$ cat src/rtl/ksort_pkg.sv
// Shared widths and defaults for the k-sorted stream sorter.
`default_nettype none
package ksort_pkg;

  localparam int DEPTH_DEFAULT = 32;
  localparam int VALUE_W       = 32;
  localparam int WIN_W         = 6;

  localparam logic [WIN_W-1:0] WINDOW_RESET = WIN_W'(1);

endpackage
`default_nettype wire

$ cat src/rtl/ksort_ram.sv
// Generic RAM: one write port and two registered read ports.
`default_nettype none
module ksort_ram #(
  parameter  int WIDTH   = 32,
  parameter  int DEPTH_N = 33,
  localparam int AW      = (DEPTH_N > 1) ? $clog2(DEPTH_N) : 1
) (
  input  wire logic             clk,
  input  wire logic             wr_en,
  input  wire logic [AW-1:0]    wr_addr,
  input  wire logic [WIDTH-1:0] wr_data,
  input  wire logic             rd_en,
  input  wire logic [AW-1:0]    rd_addr_a,
  input  wire logic [AW-1:0]    rd_addr_b,
  output logic      [WIDTH-1:0] rd_data_a,
  output logic      [WIDTH-1:0] rd_data_b
);

  logic [WIDTH-1:0] mem [DEPTH_N];

  always_ff @(posedge clk) begin
    if (wr_en) begin
      mem[wr_addr] <= wr_data;
    end
    // read data holds while no read is issued
    if (rd_en) begin
      rd_data_a <= mem[rd_addr_a];
      rd_data_b <= mem[rd_addr_b];
    end
  end

endmodule
`default_nettype wire

$ cat src/rtl/ksort_heap_ctrl.sv
// Heap sequencer: insert with sift-up, pop with sift-down, over the heap RAM.
`default_nettype none
module ksort_heap_ctrl
  import ksort_pkg::*;
#(
  parameter  int DEPTH = DEPTH_DEFAULT,
  localparam int SLOTS = DEPTH + 1,
  localparam int AW    = $clog2(SLOTS),
  localparam int CW    = $clog2(SLOTS + 1)
) (
  input  wire logic               clk,
  input  wire logic               rst,
  input  wire logic [WIN_W-1:0]   window_size,
  input  wire logic               in_valid,
  output logic                    in_ready,
  input  wire logic [VALUE_W-1:0] value,
  input  wire logic               end_of_sequence,
  output logic                    wr_en,
  output logic      [AW-1:0]      wr_addr,
  output logic      [VALUE_W-1:0] wr_data,
  output logic                    rd_en,
  output logic      [AW-1:0]      rd_addr_a,
  output logic      [AW-1:0]      rd_addr_b,
  input  wire logic [VALUE_W-1:0] rd_data_a,
  input  wire logic [VALUE_W-1:0] rd_data_b,
  input  wire logic               out_free,
  output logic                    emit_valid,
  output logic      [VALUE_W-1:0] emit_value,
  output logic                    emit_final
);

  localparam int CHW  = AW + 2;
  localparam int CMPW = (CW > WIN_W) ? CW : WIN_W;

  typedef enum logic [2:0] {
    S_IDLE, S_UP, S_UP_END, S_DECIDE, S_POP_TOP, S_DOWN
  } state_t;

  state_t                      state, state_next;
  logic        [AW-1:0]        pos, pos_next;
  logic        [AW-1:0]        par, par_next;
  logic signed [VALUE_W-1:0]   key, key_next;
  logic        [CW-1:0]        count, count_next;
  logic                        last, last_next;
  logic                        popped, popped_next;

  logic signed [VALUE_W-1:0]   rd_a_s, rd_b_s, min_lk;
  logic        [CMPW-1:0]      win_ext, win_eff;
  logic                        over_window, do_pop;
  logic        [CHW-1:0]       cur_l, cur_r, kid_l, kid_r;
  logic                        cur_l_ok, cur_r_ok, take_l, take_r;
  logic        [AW-1:0]        down_m, kid_base, kid_addr_l, kid_addr_r;

  assign rd_a_s = $signed(rd_data_a);
  assign rd_b_s = $signed(rd_data_b);

  // Effective window saturates at the heap depth
  assign win_ext     = CMPW'(window_size);
  assign win_eff     = (win_ext > CMPW'(DEPTH)) ? CMPW'(DEPTH) : win_ext;
  assign over_window = CMPW'(count) > win_eff;
  assign do_pop      = last ? (count != '0) : (!popped && over_window);

  // Children of the hole and choice of the smaller one
  assign cur_l    = {1'b0, pos, 1'b1};
  assign cur_r    = cur_l + CHW'(1);
  assign cur_l_ok = cur_l < CHW'(count);
  assign cur_r_ok = cur_r < CHW'(count);
  assign take_l   = cur_l_ok && (rd_a_s < key);
  assign min_lk   = take_l ? rd_a_s : key;
  assign take_r   = cur_r_ok && (rd_b_s < min_lk);

  always_comb begin
    if (take_r) begin
      down_m = AW'(cur_r);
    end else if (take_l) begin
      down_m = AW'(cur_l);
    end else begin
      down_m = pos;
    end
  end

  // Read addresses for the next level down
  assign kid_base   = (state == S_POP_TOP) ? '0 : down_m;
  assign kid_l      = {1'b0, kid_base, 1'b1};
  assign kid_r      = kid_l + CHW'(1);
  assign kid_addr_l = (kid_l < CHW'(count)) ? AW'(kid_l) : '0;
  assign kid_addr_r = (kid_r < CHW'(count)) ? AW'(kid_r) : '0;

  assign in_ready   = (state == S_IDLE);
  assign emit_value = rd_data_a;
  assign emit_final = last && (count == '0);

  always_comb begin
    state_next  = state;
    pos_next    = pos;
    par_next    = par;
    key_next    = key;
    count_next  = count;
    last_next   = last;
    popped_next = popped;
    wr_en       = 1'b0;
    wr_addr     = pos;
    wr_data     = key;
    rd_en       = 1'b0;
    rd_addr_a   = '0;
    rd_addr_b   = '0;
    emit_valid  = 1'b0;
    case (state)
      S_IDLE: begin
        if (in_valid) begin
          key_next    = value;
          last_next   = end_of_sequence;
          popped_next = 1'b0;
          pos_next    = AW'(count);
          count_next  = count + CW'(1);
          if (count == '0) begin
            wr_en      = 1'b1;
            wr_addr    = '0;
            wr_data    = value;
            state_next = S_DECIDE;
          end else begin
            par_next   = AW'((count - CW'(1)) >> 1);
            rd_en      = 1'b1;
            rd_addr_a  = AW'((count - CW'(1)) >> 1);
            state_next = S_UP;
          end
        end
      end
      S_UP: begin
        wr_en = 1'b1;
        if (rd_a_s > key) begin
          wr_data  = rd_data_a;
          pos_next = par;
          if (par == '0) begin
            state_next = S_UP_END;
          end else begin
            par_next  = (par - AW'(1)) >> 1;
            rd_en     = 1'b1;
            rd_addr_a = (par - AW'(1)) >> 1;
          end
        end else begin
          state_next = S_DECIDE;
        end
      end
      S_UP_END: begin
        wr_en      = 1'b1;
        state_next = S_DECIDE;
      end
      S_DECIDE: begin
        if (do_pop) begin
          rd_en       = 1'b1;
          rd_addr_b   = AW'(count - CW'(1));
          count_next  = count - CW'(1);
          popped_next = 1'b1;
          state_next  = S_POP_TOP;
        end else begin
          state_next = S_IDLE;
        end
      end
      S_POP_TOP: begin
        if (out_free) begin
          emit_valid = 1'b1;
          key_next   = rd_b_s;
          pos_next   = '0;
          if (count == '0) begin
            state_next = S_DECIDE;
          end else begin
            rd_en      = 1'b1;
            rd_addr_a  = kid_addr_l;
            rd_addr_b  = kid_addr_r;
            state_next = S_DOWN;
          end
        end
      end
      S_DOWN: begin
        wr_en = 1'b1;
        if (take_l || take_r) begin
          wr_data   = take_r ? rd_data_b : rd_data_a;
          pos_next  = down_m;
          rd_en     = 1'b1;
          rd_addr_a = kid_addr_l;
          rd_addr_b = kid_addr_r;
        end else begin
          state_next = S_DECIDE;
        end
      end
      default: begin
        state_next = S_IDLE;
      end
    endcase
  end

  always_ff @(posedge clk) begin
    if (rst) begin
      state  <= S_IDLE;
      count  <= '0;
      last   <= 1'b0;
      popped <= 1'b0;
    end else begin
      state  <= state_next;
      count  <= count_next;
      last   <= last_next;
      popped <= popped_next;
    end
    pos <= pos_next;
    par <= par_next;
    key <= key_next;
  end

endmodule
`default_nettype wire

$ cat src/rtl/k_sorted_stream_sorter_core.sv
// Top level of the k-sorted stream sorter: window register, heap, output stage.
//
//  channel  | handshake               | payload
//  ---------+-------------------------+------------------------------
//  input    | in_valid / in_ready     | value, end_of_sequence
//  output   | out_valid / out_ready   | sorted_value, final_res
//  config   | cfg_write_en            | cfg_write_data (window size)
//
// One item at a time: an insert walks up L_up heap levels, each removal
// walks down L_down levels and a decide step closes the item, L being the
// heap levels walked (at most five at DEPTH 32).
// Every level costs one round trip through the heap RAM's read ports.
// A draining end of sequence adds one removal per held value.
// Reset empties the heap by clearing the count; the RAM keeps its contents.
// A stalled output holds the removal sequencer; inputs are taken again
// while the last result still waits in the output register.
`default_nettype none
module k_sorted_stream_sorter_core
  import ksort_pkg::*;
#(
  parameter int DEPTH = DEPTH_DEFAULT
) (
  input  wire logic               clk,
  input  wire logic               rst,
  input  wire logic               cfg_write_en,
  input  wire logic [WIN_W-1:0]   cfg_write_data,
  input  wire logic               in_valid,
  output logic                    in_ready,
  input  wire logic [VALUE_W-1:0] value,
  input  wire logic               end_of_sequence,
  output logic                    out_valid,
  input  wire logic               out_ready,
  output logic      [VALUE_W-1:0] sorted_value,
  output logic                    final_res
);

  localparam int SLOTS = DEPTH + 1;
  localparam int AW    = $clog2(SLOTS);

  logic [WIN_W-1:0]   window_size;
  logic               wr_en, rd_en;
  logic [AW-1:0]      wr_addr, rd_addr_a, rd_addr_b;
  logic [VALUE_W-1:0] wr_data, rd_data_a, rd_data_b;
  logic               out_free, emit_valid, emit_final;
  logic [VALUE_W-1:0] emit_value;

  // Window register: written directly, no handshake
  always_ff @(posedge clk) begin
    if (rst) begin
      window_size <= WINDOW_RESET;
    end else if (cfg_write_en) begin
      window_size <= cfg_write_data;
    end
  end

  // Heap storage: DEPTH+1 slots, the extra one holds the value that
  // overflows the window until it is removed
  ksort_ram #(
    .WIDTH   (VALUE_W),
    .DEPTH_N (SLOTS)
  ) u_heap_ram (
    .clk       (clk),
    .wr_en     (wr_en),
    .wr_addr   (wr_addr),
    .wr_data   (wr_data),
    .rd_en     (rd_en),
    .rd_addr_a (rd_addr_a),
    .rd_addr_b (rd_addr_b),
    .rd_data_a (rd_data_a),
    .rd_data_b (rd_data_b)
  );

  ksort_heap_ctrl #(
    .DEPTH (DEPTH)
  ) u_heap_ctrl (
    .clk             (clk),
    .rst             (rst),
    .window_size     (window_size),
    .in_valid        (in_valid),
    .in_ready        (in_ready),
    .value           (value),
    .end_of_sequence (end_of_sequence),
    .wr_en           (wr_en),
    .wr_addr         (wr_addr),
    .wr_data         (wr_data),
    .rd_en           (rd_en),
    .rd_addr_a       (rd_addr_a),
    .rd_addr_b       (rd_addr_b),
    .rd_data_a       (rd_data_a),
    .rd_data_b       (rd_data_b),
    .out_free        (out_free),
    .emit_valid      (emit_valid),
    .emit_value      (emit_value),
    .emit_final      (emit_final)
  );

  // Output register: free when empty or being transferred this cycle
  assign out_free = !out_valid || out_ready;

  always_ff @(posedge clk) begin
    if (rst) begin
      out_valid <= 1'b0;
    end else if (emit_valid) begin
      out_valid <= 1'b1;
    end else if (out_ready) begin
      out_valid <= 1'b0;
    end
    // load payload on each removal; hold otherwise
    if (emit_valid) begin
      sorted_value <= emit_value;
      final_res    <= emit_final;
    end
  end

endmodule
`default_nettype wire

$ cat config.mk
export PLATFORM = sky130hd
export DESIGN_NAME = k_sorted_stream_sorter_core
export DESIGN_NICKNAME = d
export VERILOG_FILES = /design/src/rtl/ksort_pkg.sv /design/src/rtl/ksort_ram.sv /design/src/rtl/ksort_heap_ctrl.sv /design/src/rtl/k_sorted_stream_sorter_core.sv
export SDC_FILE = /design/constraint.sdc
export NUM_CORES = 2
export LEC_CHECK = 0
export BUFFER_PORTS_ARGS = -buffer_cell sky130_fd_sc_hd__buf_2
export CORE_MARGIN = 1.5
export CORE_UTILIZATION = 55
export CTS_BUF_LIST = sky130_fd_sc_hd__clkbuf_4
export CTS_CLUSTER_DIAMETER = 50
export CTS_CLUSTER_SIZE = 25
export DETAILED_ROUTE_END_ITERATION = 10
export GPL_TIMING_DRIVEN = 0
export MAX_ROUTING_LAYER = met4
export PLACE_DENSITY = 0.71
export SETUP_SLACK_MARGIN = 0.2
export SLEW_MARGIN = 40
export SYNTH_ARGS = -nofsm -noshare
export SYNTH_HDL_FRONTEND = slang
export SYNTH_SLANG_ARGS = --single-unit
$ cat constraint.sdc
create_clock -name clk -period 10.41 [get_ports clk]
set_input_delay 3.123 -clock clk [delete_from_list [all_inputs] [get_ports clk]]
set_output_delay 3.123 -clock clk [all_outputs]
set_load 0.005 [all_outputs]
=== Word level (Yosys, flattened, before mapping) ===
Memories as Yosys holds them, arrays and structs flattened. A register that Yosys moved wholly into a read port is not among the register bits.
Index checks and enable logic that the tools add are counted.

* $add $sub $neg: 5
* Multiplexer cells: 75
* Eq/ne operators: 14
* $lt $le $gt $ge: 9
* Reduce and logical (&&, ||, !) cells: 24

{| class="wikitable"
|+ Operator list
! kind !! number
|-
| two-way mux 32 bit || 8
|-
| two-way mux 6 bit || 28
|-
| case mux 32 bit (3 select lines) || 1
|-
| < comparator 32 bit || 2
|-
| case mux 32 bit (2 select lines) || 1
|-
| case mux 6 bit (4 select lines) || 2
|-
| > comparator 32 bit || 1
|-
| case mux 6 bit (2 select lines) || 2
|-
| two-way mux 3 bit || 7
|-
| two-way mux 1 bit || 18
|-
| case mux 3 bit (6 select lines) || 1
|-
| case mux 6 bit (3 select lines) || 1
|-
| adder 7 x 1 -> 8 bit (second input constant) || 2
|-
| < comparator 8 x 6 -> 1 bit || 2
|-
| < comparator 7 x 6 -> 1 bit || 2
|-
| zero test 6 bit || 2
|-
| subtractor 6 x 1 -> 6 bit (second input constant) || 2
|-
| two-way mux 5 bit || 2
|-
| != test 2 bit (second input constant) || 5
|-
| AND reduction 5 bit || 2
|-
| nonzero test 2 bit || 4
|-
| adder 6 x 1 -> 6 bit (second input constant) || 1
|-
| equality test 3 x 2 -> 1 bit (second input constant) || 2
|-
| equality test 3 bit (second input constant) || 2
|-
| 18 further kinds || 27
|}

* Memories: 1
* Register bits: 95
* Bits in writable memories: 1056
* Output and inout bits: 35
* Input port bits: 44
* Word-level logic and storage cells: 139

{| class="wikitable"
|+ Memory list
! memory !! depth !! bits a word !! rd ports !! clocked after Yosys merged registers in !! write ports !! RTL line !! text
|-
| u_heap_ram.mem || 33 || 32 || 2 || 2 || 1 || ksort_ram.sv:19 || <nowiki>logic [WIDTH-1:0] mem [DEPTH_N];</nowiki>
|}

=== Logic depth before layout (Yosys ltp) ===
* Word-level depth: 13
* Gate-level depth with buffers: 45
* Mapped depth without buffers: 36

=== Hierarchy ===
Synthesis repeated with hierarchy kept, for this count alone.

* Cells, all modules: 4286
* Area total of the unflattened synthesis: 60722.0 µm²

{| class="wikitable"
|+ Modules (own cells, without submodules)
! module !! seq. area each (µm²) !! area an instance (µm²) !! cells an instance !! times used
|-
| ksort_ram || 33632.3 || 52287.6 || 3308 || 1
|-
| ksort_heap_ctrl || 1511.4 || 7190.6 || 922 || 1
|-
| k_sorted_stream_sorter_core || 1131.1 || 1243.7 || 56 || 1
|}

=== Worst setup path after synthesis ===
OpenSTA, ideal clock, no wires.

* Kind: register to register
* Start point: reg u_heap_ctrl.count[2]
* End point: reg u_heap_ram.rd_data_b[14] (read register of u_heap_ram.mem) (data pin)
* Stages on the path, launching flop included: 45
* Setup time: 269 ps
* Arrival: 8682 ps
* Path slack: 1458 ps
* Period minus slack after synthesis: 8952 ps
* Buffers on the path: 9
* Required time: 10141 ps
* Cells stage by stage: dfxtp_1 -> clkbuf_1 -> inv_1 -> ha_1 -> nor2b_1 -> o21ai_0 -> a21oi_1 -> a2111oi_0 -> or4b_4 -> nand2_1 -> buf_4 -> clkbuf_1 -> buf_1 -> buf_1 -> a21oi_1 -> ha_1 -> o21ai_0 -> nand2b_1 -> [... 9 more ...] -> nor2_1 -> inv_1 -> ha_1 -> a21o_1 -> a21oi_1 -> nor2b_1 -> o21ai_0 -> nand2b_1 -> a211o_1 -> a31oi_1 -> nand3_1 -> o22a_1 -> clkbuf_1 -> clkbuf_1 -> mux4_2 -> a22o_1 -> nor3_1 -> o41ai_1

* Word-level cells in the longest chain between the ends: 13
* Elaborated cells between the ends (all ways): 30
* Classes of those cells: 2 x add/sub; 5 x order compare; 17 x mux; 6 x reduce/logical

{| class="wikitable"
|+ RTL lines
! element !! RTL line !! text
|-
| start, declared || ksort_heap_ctrl.sv:43 || <nowiki>logic [CW-1:0] count, count_next;</nowiki>
|-
| start signal, assigned || ksort_heap_ctrl.sv:201 || <nowiki>count <= count_next;</nowiki>
|-
| < comparator 7 x 6 -> 1 bit || ksort_heap_ctrl.sv:66 || <nowiki>assign cur_l_ok = cur_l < CHW'(count);</nowiki>
|-
| logical AND 1 bit || ksort_heap_ctrl.sv:68 || <nowiki>assign take_l = cur_l_ok && (rd_a_s < key);</nowiki>
|-
| two-way mux 32 bit || ksort_heap_ctrl.sv:69 || <nowiki>assign min_lk = take_l ? rd_a_s : key;</nowiki>
|-
| < comparator 32 bit || ksort_heap_ctrl.sv:70 || <nowiki>assign take_r = cur_r_ok && (rd_b_s < min_lk);</nowiki>
|-
| logical AND 1 bit || ksort_heap_ctrl.sv:70 ||
|-
| two-way mux 6 bit || ksort_heap_ctrl.sv:73 || <nowiki>if (take_r) begin</nowiki>
|-
| two-way mux 6 bit || ksort_heap_ctrl.sv:83 || <nowiki>assign kid_base = (state == S_POP_TOP) ? '0 : down_m;</nowiki>
|-
| adder 7 x 1 -> 8 bit || ksort_heap_ctrl.sv:85 || <nowiki>assign kid_r = kid_l + CHW'(1);</nowiki>
|-
| < comparator 8 x 6 -> 1 bit || ksort_heap_ctrl.sv:87 || <nowiki>assign kid_addr_r = (kid_r < CHW'(count)) ? AW'(kid_r) : '0;</nowiki>
|-
| two-way mux 6 bit || ksort_heap_ctrl.sv:87 ||
|-
| two-way mux 6 bit || ksort_heap_ctrl.sv:165 || <nowiki>if (count == '0) begin</nowiki>
|-
| two-way mux 6 bit || ksort_heap_ctrl.sv:161 || <nowiki>if (out_free) begin</nowiki>
|-
| case mux 6 bit (3 select lines) || ksort_heap_ctrl.sv:108 || <nowiki>case (state)</nowiki>
|-
| end, declared || ksort_ram.sv:16 || <nowiki>output logic [WIDTH-1:0] rd_data_b</nowiki>
|}

Several ways; a longest one is shown, not always the timed one.
A chain may end at the register's enable or synchronous reset.

=== Worst setup path after layout ===
* Start point: reg u_heap_ram.rd_data_a[9] (read register of u_heap_ram.mem)
* End point: reg u_heap_ram.rd_data_a[18] (read register of u_heap_ram.mem) (data pin)

* Word-level cells in the longest chain between the ends: 12
* Elaborated cells between the ends (all ways): 20
* Classes of those cells: 4 x order compare; 13 x mux; 3 x reduce/logical

{| class="wikitable"
|+ RTL lines
! element !! RTL line !! text
|-
| start, declared || ksort_ram.sv:15 || <nowiki>output logic [WIDTH-1:0] rd_data_a,</nowiki>
|-
| < comparator 32 bit || ksort_heap_ctrl.sv:68 ||
|-
| logical AND 1 bit || ksort_heap_ctrl.sv:68 ||
|-
| two-way mux 32 bit || ksort_heap_ctrl.sv:69 ||
|-
| < comparator 32 bit || ksort_heap_ctrl.sv:70 ||
|-
| logical AND 1 bit || ksort_heap_ctrl.sv:70 ||
|-
| two-way mux 6 bit || ksort_heap_ctrl.sv:73 ||
|-
| two-way mux 6 bit || ksort_heap_ctrl.sv:83 ||
|-
| < comparator 7 x 6 -> 1 bit || ksort_heap_ctrl.sv:86 || <nowiki>assign kid_addr_l = (kid_l < CHW'(count)) ? AW'(kid_l) : '0;</nowiki>
|-
| two-way mux 6 bit || ksort_heap_ctrl.sv:86 ||
|-
| two-way mux 6 bit || ksort_heap_ctrl.sv:165 ||
|-
| two-way mux 6 bit || ksort_heap_ctrl.sv:161 ||
|-
| case mux 6 bit (4 select lines) || ksort_heap_ctrl.sv:108 ||
|}

Several ways; a longest one is shown, not always the timed one.

==> results.py <==
metrics = {
    "run_status": {
        "outcome": "finished, final reports clean",
    },
    "critical_path": {
        "reg2reg_from": "u_heap_ram.rd_data_a[9]$_DFFE_PP_",
        "crit_path_end_kind": "flip-flop",
        "worst-r2r-cell-count": 38,
        "arrival_ns": 10.95,
        "worst_ep_required_time_ns": 11.27,
        "crit_fanout": 10,
        "worstReg2RegEnd": "u_heap_ram.rd_data_a[18]$_DFFE_PP_",
        "regToRegSetupSlack_ns": 0.32,
        "setup.worst_path.start_class": "flip-flop",
        "crit_path_max_incr_delay_ns": 0.66,
        "worst-setup-path-type": "flip-flop to flip-flop",
        "critPathSlowestCell": "a21oi_1",
        "cpMostUsedCell": "a21oi_1",
    },
    "timing": {
        "hold-worst-slack_ns": 0.482,
        "rsz0062_at_grt": "false",
        "slew_headroom": 0.357,
        "setup_viol": 0,
        "fin_tns_setup_ns": 0,
        "finalHoldViolations": 0,
        "fin_skew_ns": 0.0980,
        "tightest_slew_ns": 0.964,
        "max_freq_ghz": 0.0991,
        "fin_crit_ns": 10.09,
        "slew_violations": 0,
        "period_share": 0.969,
    },
    "floorplanning": {
        "die_height_um": 333,
        "dieWidth_um": 333,
        "io_pins": 79,
        "dieArea_sq_um": 111000,
        "start_util": 0.557,
        "core-area_sq_um": 108000,
        "placementRows": 120,
    },
    "finish": {
        "finalInstanceArea_sq_um": 68600,
        "fillers": 7983,
        "area_growth_pct": 14.6,
        "final_core_util": 0.639,
        "drive_gt1_frac": 0.247,
        "layout.nets": 5065,
    },
    "grt": {
        "grt_max_degree": 45,
        "grt_pass1_wl_mm": 296,
        "track_usage": 0.383,
        "grt_pass1_vias": 42945,
        "grt-ovfl-total": 0,
        "antenna_found_initial": 14,
    },
    "route": {
        "vias_per_cell": 6.96,
        "drtPass1Iterations": 9,
        "drc": 0,
        "avgRoutedWirePerCell_um": 32.2,
        "wl_mm": 208,
        "antenna_left": 0,
        "drt-initial-drc-count": 7860,
        "vias": 44962,
    },
    "place": {
        "dp_hpwl_mm": 155,
        "port_buffers": 75,
        "dpl_cell_area_sq_um": 64400,
        "globalplace.congestion": 1.02,
    },
    "power": {
        "power_w": 0.0237,
        "leakage_nw": 24.3,
        "power_density_nw_per_um2": 346,
        "ir_worst_vdd_mv": 0.183,
    },
    "synth": {
        "syn-num-nets": 4727,
        "synth_seq_cells": 1214,
        "yosysTopAreaCellShare": 0.600,
        "synth_top_area_cell": "edfxtp_1",
        "ys_types": 76,
        "synth_edf_count": 1196,
        "syn_inst": 4591,
        "synth-seq-area-share": 0.606,
        "async_reset_ff_frac": 0,
        "yosysMostFrequentCell": "edfxtp_1",
        "synth_area_sq_um": 59900,
        "syn_area_per_cell_sq_um": 13.0,
        "yosys-top-cells-count": "1,196 x edfxtp_1, 963 x nand2_1, 256 x mux4_2, 242 x clkbuf_1, 182 x mux2i_1",
        "synth_ff_type": "edfxtp_1",
        "synth_area_leaders": "edfxtp_1 60%, mux4_2 9.6%, nand2_1 6.0%",
        "yosys_warnings": 0,
    },
    "clocking": {
        "cts.clk_slew.worst_paths_ns": 0.14,
        "cts_buffer_depth": 3,
        "htreeDepth": 4,
        "clkLatencyLatePin_ns": 1.18,
        "cts_made_buffers": 130,
        "postCtsHoldBufs": 0,
        "cts-root-buf": "clkbuf_4",
        "tritoncts": "done",
        "clkSinkCount": 1214,
    },
    "min_path": {
        "holdPathEnd": "u_heap_ctrl.popped$_SDFFE_PP0P_",
        "hp-class": "flip-flop to flip-flop",
        "min_from": "u_heap_ctrl.popped$_SDFFE_PP0P_",
        "holdPathStages": 2,
    },
    "flow_run": {
        "drv_cap": 0,
    },
}
cell usage in the layout (no fill, tap or decap), types with 41 or more instances in the layout:
| cell | n |
|---|---|
| nor3_1 | 42 |
| nor2_1 | 84 |
| and3_1 | 161 |
| a21oi_1 | 127 |
| a22o_1 | 64 |
| mux2i_1 | 182 |
| edfxtp_1 | 1196 |
| mux4_2 | 256 |
| buf_2 | 134 |
| clkbuf_4 | 170 |
| inv_1 | 49 |
| clkbuf_1 | 107 |
| o221ai_1 | 41 |
| buf_8 | 70 |
| nand2_1 | 954 |
| nand3_1 | 117 |
| nor2b_1 | 42 |
| a31oi_1 | 64 |
| a211oi_1 | 143 |
| clkbuf_2 | 101 |
| ha_1 | 90 |
| o21ai_0 | 66 |
| buf_4 | 71 |
area by class of cell:
type	instances	area (sq um)	share of cell area
buffer	345	1850	0.0269
tap	1403	1760	0.0256
clock buffer	144	1080	0.0157
multi-input combinational	2978	24100	0.352
clock inverter	93	1020	0.0149
inverter	54	206	0.00301
sequential	1214	36300	0.528
timing repair buffer	206	2280	0.0332
antenna	19	47.5	0.000693
worst max path at each step:
stage / start / to / slack, ns / cells after the start
after floorplan: u_heap_ctrl.count[2]$_SDFFE_PP0P_ / u_heap_ram.rd_data_b[14]$_DFFE_PP_ / 1.46 / 44
after global placement: u_heap_ctrl.count[2]$_SDFFE_PP0P_ / u_heap_ram.rd_data_a[3]$_DFFE_PP_ / -4.78 / 41
after detailed placement: u_heap_ctrl.count[2]$_SDFFE_PP0P_ / u_heap_ram.rd_data_a[27]$_DFFE_PP_ / -3.30 / 42
after CTS: u_heap_ctrl.count[2]$_SDFFE_PP0P_ / u_heap_ram.rd_data_a[10]$_DFFE_PP_ / 0.20 / 39
after global routing: u_heap_ctrl.count[2]$_SDFFE_PP0P_ / u_heap_ram.rd_data_b[27]$_DFFE_PP_ / 0.20 / 45
final: u_heap_ram.rd_data_a[9]$_DFFE_PP_ / u_heap_ram.rd_data_a[18]$_DFFE_PP_ / 0.32 / 38
worst max-delay path: cells and delay by family (launching register included):
family	cells	cell delay, ns
buffers and inverters	9	1.88
AND/OR/NAND/NOR	14	3.10
flip-flops	1	0.56
adder cells (fa/ha/maj)	3	0.99
AO/OA/AOI/OAI	12	3.25
kinds of logic (layout without fill, tap and decap cells):
| logic type | after synthesis | count (layout) | synth area share |
|---|---|---|---|
| AO/OA/AOI/OAI | 778 | 778 | 0.0919 |
| XOR/XNOR | 20 | 20 | 0.00292 |
| adder cells (fa/ha/maj) | 93 | 93 | 0.0194 |
| buffers and inverters | 399 | 842 | 0.0281 |
| flip-flops | 1214 | 1214 | 0.606 |
| multiplexers | 466 | 466 | 0.132 |
| other | 0 | 19 | 0 |
| AND/OR/NAND/NOR | 1621 | 1621 | 0.120 |
state kept, by name, indices dropped and copies added (netlist names):
register,count
sorted_value,32
u_heap_ram.rd_data_b,32
u_heap_ctrl.state,3
out_valid,1
final_res,1
u_heap_ctrl.pos,6
window_size,6
u_heap_ctrl.key,32
u_heap_ram.rd_data_a,32
u_heap_ctrl.last,1
u_heap_ctrl.popped,1
u_heap_ctrl.count,6
u_heap_ram.mem,1056
u_heap_ctrl.par,5
layer usage:
| layer | up-vias | GRT usage | wire length, um |
|---|---|---|---|
| li1 | 18609 | - | - |
| met1 | 21896 | 0.489 | 72800 |
| met2 | 3761 | 0.566 | 93400 |
| met3 | 696 | 0.109 | 30400 |
| met4 | 0 | 0.183 | 11400 |
| met5 | - | - | 0 |
power by group:
group	switching [W]	internal, W	total (W)
clock network	0.00183	0.00109	0.00292
logic	0.00901	0.00411	0.0131
registers	0.000397	0.00731	0.00771
total	0.0112	0.0125	0.0237
stage by stage:
step / setup WS [ns] / cells
floorplan: 1.46 / 4591
global placement: -4.78 / 6069
detailed placement: -3.30 / 6164
CTS: 0.198 / 6412
global route: 0.197 / 6451
finish: 0.323 / 6456
what timing repair did:
action	CTS	global route
setup buffers	11	23
pin swaps	16	11
resized for setup	367	53
cloned	0	0
setup endpoints to repair	64	64
No activity file was read; power rests on OpenSTA's default activity.
